File: src/strided_load_traffic_generator_defines.svh
// assertion macros shared by the strided load generator
`ifndef STRIDED_LOAD_TRAFFIC_GENERATOR_DEFINES_SVH
`define STRIDED_LOAD_TRAFFIC_GENERATOR_DEFINES_SVH

// consequent checked on the same edge as the antecedent
`define SLTG_ASSERT_NOW(label, clk, rst_n, ante, cons) \
	label: assert property (@(posedge clk) disable iff (!rst_n) (ante) |-> (cons)) \
		else $error("sltg: same-cycle check failed");

// consequent checked on the edge after the antecedent
`define SLTG_ASSERT_NEXT(label, clk, rst_n, ante, cons) \
	label: assert property (@(posedge clk) disable iff (!rst_n) (ante) |=> (cons)) \
		else $error("sltg: next-cycle check failed");

`endif

File: src/sltg_pkg.sv
// ----------------------------------------------------------------------------
// sltg_pkg
// shared widths, register indexes and reset values of the load generator
// ----------------------------------------------------------------------------
package sltg_pkg;

	localparam int ADDR_BITS_DEF  = 48;
	localparam int DELAY_BITS_DEF = 16;
	localparam int STRIDE_BITS    = 32;
	localparam int CFG_IDX_BITS   = 3;
	localparam int CFG_DATA_BITS  = 64;

	// register indexes on the configuration channel
	localparam logic [CFG_IDX_BITS-1:0] REG_START_ADDRESS     = 3'd0;
	localparam logic [CFG_IDX_BITS-1:0] REG_STRIDE            = 3'd1;
	localparam logic [CFG_IDX_BITS-1:0] REG_STREAM_SIZE       = 3'd2;
	localparam logic [CFG_IDX_BITS-1:0] REG_MASK_MODE         = 3'd3;
	localparam logic [CFG_IDX_BITS-1:0] REG_MATCH_MASK        = 3'd4;
	localparam logic [CFG_IDX_BITS-1:0] REG_DELAY_HIT         = 3'd5;
	localparam logic [CFG_IDX_BITS-1:0] REG_DELAY_MISS_BEFORE = 3'd6;
	localparam logic [CFG_IDX_BITS-1:0] REG_DELAY_MISS_AFTER  = 3'd7;

	// reset values
	localparam logic [STRIDE_BITS-1:0] RST_STRIDE = 32'd64;
	localparam int                     RST_DELAY  = 1;

endpackage

File: src/sltg_ifs.sv
// ----------------------------------------------------------------------------
// sltg channel interfaces
// tick, load request and configuration write channels with valid/ready
// ----------------------------------------------------------------------------
interface sltg_tick_if;
	logic valid;
	logic ready;
	logic tick;

	modport source (output valid, output tick, input ready);
	modport sink (input valid, input tick, output ready);
endinterface

interface sltg_load_if #(
	parameter int ADDR_BITS  = sltg_pkg::ADDR_BITS_DEF,
	parameter int DELAY_BITS = sltg_pkg::DELAY_BITS_DEF
);
	logic                  valid;
	logic                  ready;
	logic [ADDR_BITS-1:0]  load_address;
	logic [DELAY_BITS-1:0] wait_cycles;
	logic                  final_request;

	modport source (output valid, output load_address, output wait_cycles,
		output final_request, input ready);
	modport sink (input valid, input load_address, input wait_cycles,
		input final_request, output ready);
endinterface

interface sltg_cfg_if #(
	parameter int DATA_BITS = sltg_pkg::CFG_DATA_BITS
);
	logic                              valid;
	logic                              ready;
	logic [sltg_pkg::CFG_IDX_BITS-1:0] index;
	logic [DATA_BITS-1:0]              data;

	modport source (output valid, output index, output data, input ready);
	modport sink (input valid, input index, input data, output ready);
endinterface

File: src/sltg_wait_sel.sv
// ----------------------------------------------------------------------------
// sltg_wait_sel
// picks the wait and next address after an issue, flags the stream's final address
// ----------------------------------------------------------------------------
module sltg_wait_sel #(
	parameter int ADDR_BITS  = sltg_pkg::ADDR_BITS_DEF,
	parameter int DELAY_BITS = sltg_pkg::DELAY_BITS_DEF
) (
	input  logic [ADDR_BITS-1:0]             cur_addr,
	input  logic [ADDR_BITS-1:0]             start_address,
	input  logic [sltg_pkg::STRIDE_BITS-1:0] stride,
	input  logic [ADDR_BITS-1:0]             stream_size,
	input  logic                             mask_mode,
	input  logic [ADDR_BITS-1:0]             match_mask,
	input  logic [DELAY_BITS-1:0]            delay_hit,
	input  logic [DELAY_BITS-1:0]            delay_miss_before,
	input  logic [DELAY_BITS-1:0]            delay_miss_after,
	output logic [ADDR_BITS-1:0]             next_addr,
	output logic [DELAY_BITS-1:0]            wait_cycles,
	output logic                             is_last
);

	logic [ADDR_BITS-1:0]  stride_a;
	logic [ADDR_BITS-1:0]  prev_addr;
	logic [ADDR_BITS-1:0]  last_addr;
	logic                  is_first;
	logic                  miss_prev;
	logic                  miss_next;
	logic [DELAY_BITS-1:0] raw_wait;

	assign stride_a  = ADDR_BITS'(stride);
	assign next_addr = cur_addr + stride_a;
	assign prev_addr = cur_addr - stride_a;
	assign last_addr = start_address + stream_size;
	assign is_first  = (cur_addr == start_address);
	assign is_last   = (cur_addr == last_addr);
	assign miss_prev = ((cur_addr ^ prev_addr) & match_mask) != '0;
	assign miss_next = ((cur_addr ^ next_addr) & match_mask) != '0;

	// a miss towards the next address outranks a miss towards the previous one
	always_comb begin
		if (!mask_mode) begin
			raw_wait = delay_hit;
		end else if (is_first) begin
			raw_wait = delay_miss_after;
		end else if (!is_last && miss_next) begin
			raw_wait = delay_miss_before;
		end else if (miss_prev) begin
			raw_wait = delay_miss_after;
		end else begin
			raw_wait = delay_hit;
		end
	end

	// a zero delay counts as one
	assign wait_cycles = (raw_wait == '0) ? DELAY_BITS'(1) : raw_wait;

endmodule

File: src/strided_load_traffic_generator.sv
// ----------------------------------------------------------------------------
// strided_load_traffic_generator
// issues a strided stream of load addresses paced by programmable waits
// ----------------------------------------------------------------------------
// usage
//  - ticks: one word per elapsed clock tick; a word with tick low is a no-op
//  - loads: one word per issued load (address, chosen wait, final flag)
//  - cfg: register writes by index, always ready; only write while idle
//  - writing start_address restarts the stream from that address
// timing
//  - a tick word is registered in the input stage; its load word, if any,
//    is then registered in the output register, which drives loads
//  - one tick word per cycle is accepted save on a stalled issue; the address
//    adder, neighbour compares and wait mux sit between input stage and output register
// reset
//  - registers take their documented reset values, stream at start 0,
//    first issue due on the first tick
// stalls
//  - a stalled load word holds in the output register; a tick that would
//    issue waits in the input stage, non-issuing ticks still flow past
//  - once the final address is issued the block stays silent until restart
// ----------------------------------------------------------------------------
`include "strided_load_traffic_generator_defines.svh"

module strided_load_traffic_generator #(
	parameter int ADDR_BITS  = sltg_pkg::ADDR_BITS_DEF,
	parameter int DELAY_BITS = sltg_pkg::DELAY_BITS_DEF
) (
	input  logic        clk,
	input  logic        arst_n,
	sltg_tick_if.sink   ticks,
	sltg_load_if.source loads,
	sltg_cfg_if.sink    cfg
);

	// configuration registers
	logic [ADDR_BITS-1:0]             start_q;
	logic [sltg_pkg::STRIDE_BITS-1:0] stride_q;
	logic [ADDR_BITS-1:0]             size_q;
	logic                             mode_q;
	logic [ADDR_BITS-1:0]             mask_q;
	logic [DELAY_BITS-1:0]            dhit_q;
	logic [DELAY_BITS-1:0]            dmb_q;
	logic [DELAY_BITS-1:0]            dma_q;

	// stream state
	logic [ADDR_BITS-1:0]  addr_q;
	logic [DELAY_BITS-1:0] count_q;
	logic                  issue_due_q;
	logic                  finished_q;

	// input stage
	logic valid_s1;
	logic tick_s1;

	// output register
	logic                  out_valid_q;
	logic [ADDR_BITS-1:0]  out_addr_q;
	logic [DELAY_BITS-1:0] out_wait_q;
	logic                  out_final_q;

	logic                  cfg_we;
	logic                  restart;
	logic                  step_s1;
	logic                  emit;
	logic                  out_free;
	logic                  go_s1;
	logic [ADDR_BITS-1:0]  next_addr;
	logic [DELAY_BITS-1:0] sel_wait;
	logic                  is_last;

	assign cfg.ready = 1'b1;
	assign cfg_we    = cfg.valid;
	assign restart   = cfg_we && (cfg.index == sltg_pkg::REG_START_ADDRESS);

	// a live tick in the input stage, and whether it issues a load
	assign step_s1  = valid_s1 && tick_s1 && !finished_q;
	assign emit     = step_s1 && issue_due_q;
	assign out_free = !out_valid_q || loads.ready;
	assign go_s1    = valid_s1 && (!emit || out_free);

	assign ticks.ready = !valid_s1 || go_s1;

	// register file
	always_ff @(posedge clk or negedge arst_n) begin
		if (!arst_n) begin
			start_q  <= '0;
			stride_q <= sltg_pkg::RST_STRIDE;
			size_q   <= '0;
			mode_q   <= 1'b0;
			mask_q   <= '0;
			dhit_q   <= DELAY_BITS'(sltg_pkg::RST_DELAY);
			dmb_q    <= DELAY_BITS'(sltg_pkg::RST_DELAY);
			dma_q    <= DELAY_BITS'(sltg_pkg::RST_DELAY);
		end else if (cfg_we) begin
			case (cfg.index)
				sltg_pkg::REG_START_ADDRESS:     start_q  <= ADDR_BITS'(cfg.data);
				sltg_pkg::REG_STRIDE:            stride_q <= sltg_pkg::STRIDE_BITS'(cfg.data);
				sltg_pkg::REG_STREAM_SIZE:       size_q   <= ADDR_BITS'(cfg.data);
				sltg_pkg::REG_MASK_MODE:         mode_q   <= cfg.data[0];
				sltg_pkg::REG_MATCH_MASK:        mask_q   <= ADDR_BITS'(cfg.data);
				sltg_pkg::REG_DELAY_HIT:         dhit_q   <= DELAY_BITS'(cfg.data);
				sltg_pkg::REG_DELAY_MISS_BEFORE: dmb_q    <= DELAY_BITS'(cfg.data);
				sltg_pkg::REG_DELAY_MISS_AFTER:  dma_q    <= DELAY_BITS'(cfg.data);
				default: ;
			endcase
		end
	end

	// wait choice and next address for the current issue
	sltg_wait_sel #(
		.ADDR_BITS  (ADDR_BITS),
		.DELAY_BITS (DELAY_BITS)
	) u_wait_sel (
		.cur_addr          (addr_q),
		.start_address     (start_q),
		.stride            (stride_q),
		.stream_size       (size_q),
		.mask_mode         (mode_q),
		.match_mask        (mask_q),
		.delay_hit         (dhit_q),
		.delay_miss_before (dmb_q),
		.delay_miss_after  (dma_q),
		.next_addr         (next_addr),
		.wait_cycles       (sel_wait),
		.is_last           (is_last)
	);

	// input stage
	always_ff @(posedge clk or negedge arst_n) begin
		if (!arst_n) begin
			valid_s1 <= 1'b0;
		end else if (ticks.ready) begin
			valid_s1 <= ticks.valid;
		end
	end

	always_ff @(posedge clk) begin
		if (ticks.ready) begin
			tick_s1 <= ticks.tick;
		end
	end

	// stream state: issue, then count down until the next issue falls due
	always_ff @(posedge clk or negedge arst_n) begin
		if (!arst_n) begin
			addr_q      <= '0;
			count_q     <= DELAY_BITS'(sltg_pkg::RST_DELAY);
			issue_due_q <= 1'b1;
			finished_q  <= 1'b0;
		end else if (restart) begin
			addr_q      <= ADDR_BITS'(cfg.data);
			issue_due_q <= 1'b1;
			finished_q  <= 1'b0;
		end else if (go_s1 && step_s1) begin
			if (issue_due_q) begin
				issue_due_q <= 1'b0;
				count_q     <= sel_wait;
				addr_q      <= next_addr;
				if (is_last) begin
					finished_q <= 1'b1;
				end
			end else if (count_q <= DELAY_BITS'(1)) begin
				issue_due_q <= 1'b1;
			end else begin
				count_q <= count_q - DELAY_BITS'(1);
			end
		end
	end

	// output register
	always_ff @(posedge clk or negedge arst_n) begin
		if (!arst_n) begin
			out_valid_q <= 1'b0;
		end else if (out_free) begin
			out_valid_q <= emit;
		end
	end

	always_ff @(posedge clk) begin
		if (emit && out_free) begin
			out_addr_q  <= addr_q;
			out_wait_q  <= sel_wait;
			out_final_q <= is_last;
		end
	end

	assign loads.valid         = out_valid_q;
	assign loads.load_address  = out_addr_q;
	assign loads.wait_cycles   = out_wait_q;
	assign loads.final_request = out_final_q;

	// checks
	`SLTG_ASSERT_NEXT(a_final_sets_finished, clk, arst_n, emit && go_s1 && is_last, finished_q)
	`SLTG_ASSERT_NEXT(a_issue_loads_count, clk, arst_n, emit && go_s1, !issue_due_q && count_q != '0)
	`SLTG_ASSERT_NOW(a_word_wait_nonzero, clk, arst_n, out_valid_q, out_wait_q != '0)

endmodule
File: src/flat_wrapper.sv
// flat-port wrapper written by rule: the top's interface ports become plain ports
module strided_load_traffic_generator_flat 
#(
	parameter int ADDR_BITS  = sltg_pkg::ADDR_BITS_DEF,
	parameter int DELAY_BITS = sltg_pkg::DELAY_BITS_DEF
)
  (clk, arst_n, ticks_valid, ticks_tick, ticks_ready, loads_valid, loads_load_address, loads_wait_cycles, loads_final_request, loads_ready, cfg_valid, cfg_index, cfg_data, cfg_ready);
  sltg_tick_if ticks_i ();
  sltg_load_if #(.ADDR_BITS(ADDR_BITS), .DELAY_BITS(DELAY_BITS)) loads_i ();
  sltg_cfg_if cfg_i ();
  input  logic clk;
  input  logic arst_n;
  input wire logic [$bits(ticks_i.valid)-1:0] ticks_valid;
  input wire logic [$bits(ticks_i.tick)-1:0] ticks_tick;
  output wire logic [$bits(ticks_i.ready)-1:0] ticks_ready;
  output wire logic [$bits(loads_i.valid)-1:0] loads_valid;
  output wire logic [$bits(loads_i.load_address)-1:0] loads_load_address;
  output wire logic [$bits(loads_i.wait_cycles)-1:0] loads_wait_cycles;
  output wire logic [$bits(loads_i.final_request)-1:0] loads_final_request;
  input wire logic [$bits(loads_i.ready)-1:0] loads_ready;
  input wire logic [$bits(cfg_i.valid)-1:0] cfg_valid;
  input wire logic [$bits(cfg_i.index)-1:0] cfg_index;
  input wire logic [$bits(cfg_i.data)-1:0] cfg_data;
  output wire logic [$bits(cfg_i.ready)-1:0] cfg_ready;
  assign ticks_i.valid = ticks_valid;
  assign ticks_i.tick = ticks_tick;
  assign ticks_ready = ticks_i.ready;
  assign loads_valid = loads_i.valid;
  assign loads_load_address = loads_i.load_address;
  assign loads_wait_cycles = loads_i.wait_cycles;
  assign loads_final_request = loads_i.final_request;
  assign loads_i.ready = loads_ready;
  assign cfg_i.valid = cfg_valid;
  assign cfg_i.index = cfg_index;
  assign cfg_i.data = cfg_data;
  assign cfg_ready = cfg_i.ready;
  strided_load_traffic_generator #(.ADDR_BITS(ADDR_BITS), .DELAY_BITS(DELAY_BITS)) u_core (.clk(clk), .arst_n(arst_n), .ticks(ticks_i), .loads(loads_i), .cfg(cfg_i));
endmodule
File: config.mk
export PLATFORM = sky130hd
export DESIGN_NAME = strided_load_traffic_generator_flat
export DESIGN_NICKNAME = d
export VERILOG_FILES = /design/src/sltg_pkg.sv /design/src/sltg_ifs.sv /design/src/sltg_wait_sel.sv /design/src/strided_load_traffic_generator.sv /design/src/flat_wrapper.sv
export VERILOG_INCLUDE_DIRS = /design/src /design/src/src
export SDC_FILE = /design/constraint.sdc
export NUM_CORES = 1
export LEC_CHECK = 0
export ABC_AREA = 1
export BUFFER_PORTS_ARGS = -buffer_cell sky130_fd_sc_hd__buf_2
export CAP_MARGIN = 20
export CORE_ASPECT_RATIO = 1.5
export CORE_MARGIN = 4
export CORE_UTILIZATION = 60
export CTS_CLUSTER_SIZE = 24
export DETAILED_ROUTE_END_ITERATION = 8
export PLACE_DENSITY = 0.89
export SLEW_MARGIN = 20
export SYNTH_ARGS = -nofsm -noshare
export SYNTH_HDL_FRONTEND = slang
export SYNTH_SLANG_ARGS = --single-unit
File: constraint.sdc
create_clock -name clk -period 9.19 [get_ports clk]
set_clock_uncertainty 0.1 [all_clocks]
set_input_delay 2.2975 -clock clk [delete_from_list [all_inputs] [get_ports clk]]
set_output_delay 2.2975 -clock clk [all_outputs]
set_load 0.03 [all_outputs]
### After elaboration in Yosys (flattened, before gate mapping)

Cells that the tools add are included.

| storage, ports and cells | value |
|---|---|
| register bits after elaboration | 359 |
| logic and storage cells | 90 |

| operators by class | value |
|---|---|
| reductions and logical operators | 34 |
| muxes and demuxes | 18 |
| magnitude comparators | 1 |
| bitwise gates (word level) | 5 |
| $add $sub $neg | 4 |
| equal/unequal tests | 10 |

Operator list:

| cell | count |
|---|---|
| $mux 48 | 3 |
| $mux 16 | 7 |
| $and 48x48->48 | 2 |
| $eq 48x48->1 | 2 |
| $reduce_bool 48->1 | 2 |
| $xor 48x48->48 | 2 |
| $add 48x32->48 | 1 |
| $add 48x48->48 | 1 |
| $sub 48x32->48 | 1 |
| $reduce_and 2->1 | 9 |
| $le 16x1->1 const B | 1 |
| $logic_not 16->1 | 1 |
| $sub 16x1->16 const B | 1 |
| $eq 3x3->1 const B | 4 |
| $logic_and 1x1->1 | 8 |
| $mux 1 | 8 |
| $eq 3x2->1 const B | 2 |
| $reduce_and 3->1 | 2 |
| $reduce_bool 2->1 | 3 |
| $logic_not 1->1 | 5 |
| $eq 3x1->1 const B | 1 |
| $logic_not 3->1 | 1 |
| $logic_or 1x1->1 | 3 |
| $ne 2x1->1 const B | 1 |
| $not 1->1 | 1 |

### Depth between registers and ports, before layout

Gate-level depths: netlist (run 1).

| logic depth | value |
|---|---|
| depth in word-level cells | 11 |
| mapped depth | 37 |

### Cells and area by module

Synthesis (run 1) repeated with hierarchy kept, for this count alone.

| unflattened totals | value |
|---|---|
| cell total of the unflattened synthesis | 4102 |
| area total of the unflattened synthesis | 27217.4 um^2 |

Modules (own cells, without submodules):

| module | sequential area each (um^2) | area an instance (um^2) | cells each | instances |
|---|---|---|---|---|
| sltg_wait_sel | 0.0 | 13631.8 | 2775 | 1 |
| strided_load_traffic_generator | 9321.4 | 13585.5 | 1327 | 1 |

### Worst setup path before layout (run 1)

Ideal clock, no wire load.

| path | value |
|---|---|
| path kind | input port to flip-flop |
| start point | input port loads_ready |
| end point | register u_core.addr_q[8] |
| data required time | 8944 ps |
| slack | 2610 ps |
| library setup time | 146 ps |
| path buffers | 1 |
| arrival | 6334 ps |
| stages | 6 |
| cells stage by stage | nor2_1 > nor2_1 > inv_1 > nand2_1 > clkbuf_1 > o221ai_1 |

| on the way | value |
|---|---|
| longest elaborated chain between the ends | 6 |

RTL lines:

| item | RTL line | source |
|---|---|---|
| start, declared | flat_wrapper.sv:20 | `input wire logic [$bits(loads_i.ready)-1:0] loads_ready;` |
| $logic_or 1x1->1 | strided_load_traffic_generator.sv:79 | `assign out_free = !out_valid_q \|\| loads.ready;` |
| $logic_or 1x1->1 | strided_load_traffic_generator.sv:80 | `assign go_s1 = valid_s1 && (!emit \|\| out_free);` |
| $logic_and 1x1->1 | strided_load_traffic_generator.sv:80 |  |
| $logic_and 1x1->1 | strided_load_traffic_generator.sv:155 | `end else if (go_s1 && step_s1) begin` |
| $reduce_bool 2->1 (no source line) | - |  |
| $reduce_and 2->1 (no source line) | - |  |
| end signal, assigned | strided_load_traffic_generator.sv:152 | `addr_q <= ADDR_BITS'(cfg.data);` |
| end signal, assigned | strided_load_traffic_generator.sv:159 | `addr_q <= next_addr;` |
| end, declared | strided_load_traffic_generator.sv:47 | `logic [ADDR_BITS-1:0] addr_q;` |

Every way passes these cells.
A chain may end at the register's enable or synchronous reset.

### Worst setup path in the final report (run 1)

| path | value |
|---|---|
| start point | register u_core.addr_q[0] |
| end point | register u_core.count_q[0] |

| on the way | value |
|---|---|
| longest elaborated chain between the ends | 11 |
| elaborated cells on any way between the ends | 19 |
| classes of those cells | 2 x add/sub; 2 x eq/ne; 6 x mux; 4 x bitwise; 5 x reduce/logical |

RTL lines:

| item | RTL line | source |
|---|---|---|
| $sub 48x32->48 or $add 48x32->48 (tied branches) | sltg_wait_sel.sv:33, sltg_wait_sel.sv:32 |  |
| $xor 48x48->48, on equally long branches | sltg_wait_sel.sv:37, sltg_wait_sel.sv:38 |  |
| $and 48x48->48, on equally long branches | sltg_wait_sel.sv:37, sltg_wait_sel.sv:38 |  |
| $reduce_bool 48->1, on equally long branches | sltg_wait_sel.sv:37, sltg_wait_sel.sv:38 |  |
| $mux 16 or $logic_and 1x1->1 (tied branches) | sltg_wait_sel.sv:48, sltg_wait_sel.sv:46 |  |
| $mux 16 | sltg_wait_sel.sv:46 | `end else if (!is_last && miss_next) begin` |
| $mux 16 (*) | sltg_wait_sel.sv:44 | `end else if (is_first) begin` |
| $mux 16 (*) | sltg_wait_sel.sv:42 | `if (!mask_mode) begin` |
| $logic_not 16->1 | sltg_wait_sel.sv:56 | `assign wait_cycles = (raw_wait == '0) ? DELAY_BITS'(1) : raw_wait;` |
| $mux 16 (*) | sltg_wait_sel.sv:56 |  |
| net u_core.sel_wait[0] | strided_load_traffic_generator.sv:69 | `logic [DELAY_BITS-1:0] sel_wait;` |
| $mux 16 (*) | strided_load_traffic_generator.sv:156 | `if (issue_due_q) begin` |
| end signal, assigned | strided_load_traffic_generator.sv:148 | `count_q <= DELAY_BITS'(sltg_pkg::RST_DELAY);` |
| end signal, assigned | strided_load_traffic_generator.sv:158 | `count_q <= sel_wait;` |
| end signal, assigned | strided_load_traffic_generator.sv:166 | `count_q <= count_q - DELAY_BITS'(1);` |
| end, declared | strided_load_traffic_generator.sv:48 | `logic [DELAY_BITS-1:0] count_q;` |

Mark *: on every way through the listed nets, which the timed path passes. The rest lies on a longest branch.

==> impl_metrics.toml, run 1 <==
[clock_tree]
root_buffer = "clkbuf_16"
cts_buffer_depth = 3
cts_resized = 0
cts_setup_buffers = 0
htree_levels = 2
clk_pin_slew_ns = 0.07
cts_tree = "built"
numCtsBuffers = 36
clk_latency_ns = 0.56
cts_hold_buffers = 0
clkSinkCount = 359

[cells_and_area]
drive_gt1_share_pct = 10.3
final_cell_mix = "nand2_1 (1428), inv_1 (666), nor2_1 (328)"
multi_input_area_um2 = 15400
fin_util_pct = 65.4
syn_to_final_growth_pct = 7.41
fin_cells = 4908
nFillCells = 4263
register_area_um2 = 9320
nets = 4480
final_common_cell = "nand2_1"

[route]
wirelength_um = 112000
drt_first_iter_violations = 2725
wl_per_cell_um = 22.8
drtPass1Iterations = 7
vias = 28400
post-route-drc-count = 0
routed_via_density = 5.79
antenna_left = 0

[timing]
maxSlewHeadroom_pct = 23.5
tightestPinTransition_ns = 1.14
post-route-min-period_ns = 5.83
final-max-slew-violation-count = 0
finalCritPeriodShare_pct = 63.4
grt_setup_unrepaired = "no"
setup_viol = 0
final.setup.tns_ns = 0
fmax_mhz = 172
hold_viol = 0

[flow_run]
maxCapViolCount = 0

[logic_synthesis]
yosys.cell_types.count = 57
avgSynthCellArea_um2 = 6.64
synth-seq-cells = 359
syn_inst = 4221
yosys_warnings = 0
ys_seq_area_share_pct = 33.3
syn_nets = 4410
syn_area_um2 = 28000

[placement]
placed_cells = 4841
portBuffers = 123
hpwlAfterDp_um = 89600
place.gp.congestion = 1.11

[pwr]
p_leak_nw = 16.2
powerDensity_nw_per_um2 = 335
irDropWorstVdd_mv = 0.246

[worst_setup_path]
endpoint_kind = "flop"
setup.worst_path.class = "flop to flop"
crit_arrival_ns = 6.23
cp_slowest_cell = "nor2_4"
worstPathRequired_ns = 9.59
cpMostUsedCell = "nand2_1"
max_stage_delay_ns = 0.49
path_max_fanout = 22
worst_setup_path_start_kind = "flop"

[die]
die-area_um2 = 50300
die_w_um = 184
rows = 96
start_util_pct = 60.9
die_y_um = 273
ios = 141
coreArea_um2 = 46000

[outcome]
status = "finished, final reports clean"

[grt]
first_global_vias = 27900
grt-ovfl-total = 0
grt_pass1_wl_um = 165000
grt_max_degree = 97
grtUsageTotal_pct = 43.9
antenna_found_initial = 0

[hold_path]
min_path_type = "flop to flop"
==> layer usage <==
metal,global-route usage [%],routed length [um],up-vias
li1,-,-,13300
met1,47.9,38100,13100
met2,72.1,51600,1485
met3,6.80,8300,513
met4,41.3,13900,0
met5,0,0,-
==> state kept, by name, summed over array words and instances, names as in the netlist <==
register / flops
u_core.loads.valid: 1
u_core.addr_q: 48
u_core.dmb_q: 16
u_core.valid_s1: 1
u_core.start_q: 48
u_core.stride_q: 32
u_core.mode_q: 1
u_core.loads.load_address: 48
u_core.issue_due_q: 1
u_core.mask_q: 48
u_core.tick_s1: 1
u_core.loads.wait_cycles: 16
u_core.loads.final_request: 1
u_core.dhit_q: 16
u_core.size_q: 48
u_core.dma_q: 16
u_core.count_q: 16
u_core.finished_q: 1
==> kinds of logic (layout without fill, tap and decap cells) <==
logic type / Yosys count / count (layout) / share of synthesized area, %
flops: 359 / 359 / 33.3
simple gates: 2271 / 2271 / 35.0
compound gates: 493 / 493 / 9.94
fa+ha+maj: 116 / 116 / 5.26
xor+xnor: 146 / 146 / 4.56
other cells: 1 / 2 / 0.0134
buf+inv: 835 / 933 / 12.0
==> worst max-delay path, delay by kind of cell (launching register included) <==
family          cells  cell delay [ns]
flops               1             0.48
buf+inv             2             0.33
simple gates       24             3.89
compound gates      2             0.21
fa+ha+maj           2             0.70
==> through the flow <==
| stage | setup WS [ns] | power, mW | cell area, um^2 | hold slack, ns |
|---|---|---|---|---|
| after floorplan | 2.61 | 6.46 | 28000 | 0.320 |
| after global placement | 3.65 | 8.27 | 28900 | 0.368 |
| after detailed placement | 3.58 | 8.34 | 28900 | 0.376 |
| after CTS | 3.58 | 9.87 | 30100 | 0.391 |
| after global routing | 3.17 | 10.7 | 30100 | 0.405 |
| final | 3.36 | 10.1 | 30100 | 0.391 |
==> layout make-up <==
type / instances / share of cell area [%]
antenna: 1 / 0.00831
clock buffer: 45 / 3.17
clock inverter: 21 / 0.744
inverter: 725 / 9.05
multi-input combinational: 3027 / 51.1
sequential: 359 / 31.0
tap: 588 / 2.44
timing repair buffer: 142 / 2.55
==> cell usage after synthesis (all sizes together) <==
library cell | n | area [um^2]
ha | 113 | 1410
inv | 718 | 2700
nand3 | 233 | 1310
or3 | 1 | 6.26
nor3 | 36 | 257
nor3b | 1 | 7.51
buf | 52 | 418
and3 | 2 | 12.5
o31ai | 1 | 7.51
nor4 | 8 | 50.1
nor4b | 1 | 8.76
xor2 | 117 | 1020
o22ai | 1 | 6.26
a22oi | 1 | 7.51
o211ai | 8 | 60.1
a21boi | 6 | 45.0
a21oi | 136 | 733
dfstp | 6 | 158
nand2 | 1496 | 5820
xnor2 | 29 | 254
a21o | 5 | 37.5
and2 | 5 | 31.3
clkinv | 7 | 26.3
a31oi | 6 | 37.5
dfrtp | 287 | 7180
or2 | 10 | 62.6
o21bai | 11 | 82.6
o21ai | 273 | 1370
nor2 | 392 | 1690
edfxtp | 66 | 1980
o221ai | 44 | 385
clkbuf | 58 | 218
a211oi | 1 | 7.51
fa | 3 | 60.1
conb | 1 | 3.75
nand4 | 74 | 463
nand3b | 12 | 90.1
==> where the power goes <==
| part | switching [mW] | internal [mW] |
|---|---|---|
| combinational | 4.23 | 1.75 |
| sequential | 0.582 | 2.01 |
| clock | 0.674 | 0.834 |
| total | 5.49 | 4.60 |
==> final timing paths <==
kind	slack [ns]	cells after the start	to	from
worst max-delay path	3.36	30	u_core.count_q[0]	u_core.addr_q[0]
worst min-delay path	0.39	2	u_core.dmb_q[6]	u_core.dmb_q[6]
worst max register to register	3.36	30	u_core.count_q[0]	u_core.addr_q[0]
worst min register to register	0.39	2	u_core.dmb_q[6]	u_core.dmb_q[6]
max in group asynchronous	5.88	2	u_core.addr_q[30]	arst_n
min in group asynchronous	1.64	1	u_core.dma_q[14]	arst_n
(Power assumes the default switching activity.)
==> run 2, diff against run 1 <==
Clock period 9.19 ns to 5.56 ns, I/O delays scaled along.
==> impl_metrics.toml, run 2 (synthesis gave the netlist of run 1 again) <==
[cells_and_area]
fin_cells = 4950
drive_gt1_share_pct = 11.2
final_common_cell = "nand2_1"
diodes = 0
register_area_um2 = 9320
syn_to_final_growth_pct = 8.90
multi_input_area_um2 = 15400
nFillCells = 4155
final_cell_mix = "nand2_1 (1428), inv_1 (666), nor2_1 (328)"
nets = 4524

[worst_setup_path]
cpMostUsedCell = "nand2_1"
setup.worst_path.class = "flop to flop"
crit_arrival_ns = 5.67
worst_setup_path_start_kind = "flop"
endpoint_kind = "flop"
cp_slowest_cell = "dfrtp_1"
r2r_setup_slack_ns = 0.30
path_max_fanout = 16
worstPathBufferInverterCount = 5
critical_path.top_delay_family = "simple AND/OR/NAND/NOR gates"
worstPathRequired_ns = 5.97
max_stage_delay_ns = 0.51

[pwr]
irDropWorstVdd_mv = 0.363
powerDensity_nw_per_um2 = 560
power_mw = 17.1
p_leak_nw = 16.4

[route]
antenna_left = 0
drt_first_iter_violations = 2830
vias = 29200
drtPass1Iterations = 6
post-route-drc-count = 0
wirelength_um = 116000
routed_via_density = 5.89
wl_per_cell_um = 23.4

[die]
rows = 96
die-area_um2 = 50300
die_y_um = 273
coreArea_um2 = 46000
die_w_um = 184
ios = 141
start_util_pct = 60.9

[timing]
tightestPinTransition_ns = 1.02
finalCritPeriodShare_pct = 94.6
hold_viol = 0
grt_setup_unrepaired = "no"
setup_viol = 0
fmax_mhz = 190
post-route-min-period_ns = 5.26
final-max-slew-violation-count = 0
final.setup.tns_ns = 0
maxSlewHeadroom_pct = 31.5

[clock_tree]
cts_hold_buffers = 0
htree_levels = 2
root_buffer = "clkbuf_16"
cts_buffer_depth = 3
numCtsBuffers = 36
cts_setup_buffers = 0
cts_resized = 0
clk_latency_ns = 0.57
cts_tree = "built"
clk_pin_slew_ns = 0.07
clkSinkCount = 359

[grt]
grt-ovfl-total = 0
first_global_vias = 28300
grt_max_degree = 120
antenna_found_initial = 0
grt_pass1_wl_um = 170000
grtUsageTotal_pct = 45.6

[hold_path]
min_path_type = "flop to flop"

[outcome]
status = "finished, final reports clean"

[placement]
portBuffers = 123
place.gp.congestion = 1.10
placed_cells = 4885
hpwlAfterDp_um = 93100

[flow_run]
maxCapViolCount = 0
-- run 2: cell count changes in the layout (fill, tap and decap cells not counted), moves of 2 or more --
cell,change
buf_4,+40
buf_12,+4
clkinv_2,-4
clkinv_4,+3
clkinv_8,-3
inv_6,+3
clkbuf_8,+2
-- run 2: report_power, final --
group	switching, mW	leakage, nW	internal [mW]
Sequential	0.777	4.24	3.33
Combinational	7.32	11.6	3.07
Clock	1.11	0.597	1.47
-- run 2: final timing paths --
path	start	end	cells after the start
setup reg to reg	u_core.addr_q[0]	u_core.count_q[0]	33
hold reg to reg	u_core.dmb_q[10]	u_core.dmb_q[10]	2
setup / recovery	u_core.addr_q[0]	u_core.count_q[0]	33
hold / removal	u_core.dmb_q[10]	u_core.dmb_q[10]	2
min in group asynchronous	arst_n	u_core.dhit_q[12]	1
max in group asynchronous	arst_n	u_core.size_q[44]	2
-- run 2: layout make-up --
class / count / share of cell area (%)
Inverter: 725 / 8.93
Multi-Input combinational cell: 3027 / 50.4
Timing Repair Buffer: 186 / 3.76
Clock inverter: 18 / 0.697
Sequential cell: 359 / 30.6
Clock buffer: 47 / 3.29
Tap cell: 588 / 2.41
-- run 2: per-layer routing --
| layer | global-route usage, % | up-vias | wire [um] | part of all wire, % |
|---|---|---|---|---|
| met5 | 0 | - | 0 | 0 |
| met3 | 8.02 | 576 | 9280 | 8.0 |
| met1 | 48.6 | 13500 | 38300 | 33 |
| met4 | 42.2 | 0 | 14300 | 12 |
| li1 | - | 13400 | - | - |
| met2 | 75.5 | 1703 | 54100 | 47 |
-- run 2: metrics by stage --
| step | worst slack [ns] | utilization (%) | instance area (um^2) | hold WS [ns] |
|---|---|---|---|---|
| after floorplan | 1.12 | - | 28000 | 0.320 |
| after global placement | 0.666 | 63.7 | 29300 | 0.369 |
| after detailed placement | 0.572 | 63.7 | 29300 | 0.376 |
| after CTS | 0.531 | 66.3 | 30500 | 0.391 |
| after global routing | 0.123 | 66.3 | 30500 | 0.419 |
| final | 0.301 | 66.3 | 30500 | 0.387 |
-- run 2: tightest hold or removal path, cell delays in order (launching register included) --
cell	delay (ns)
dfrtp_1	0.34
nand2_1	0.05
o21ai_0	0.06
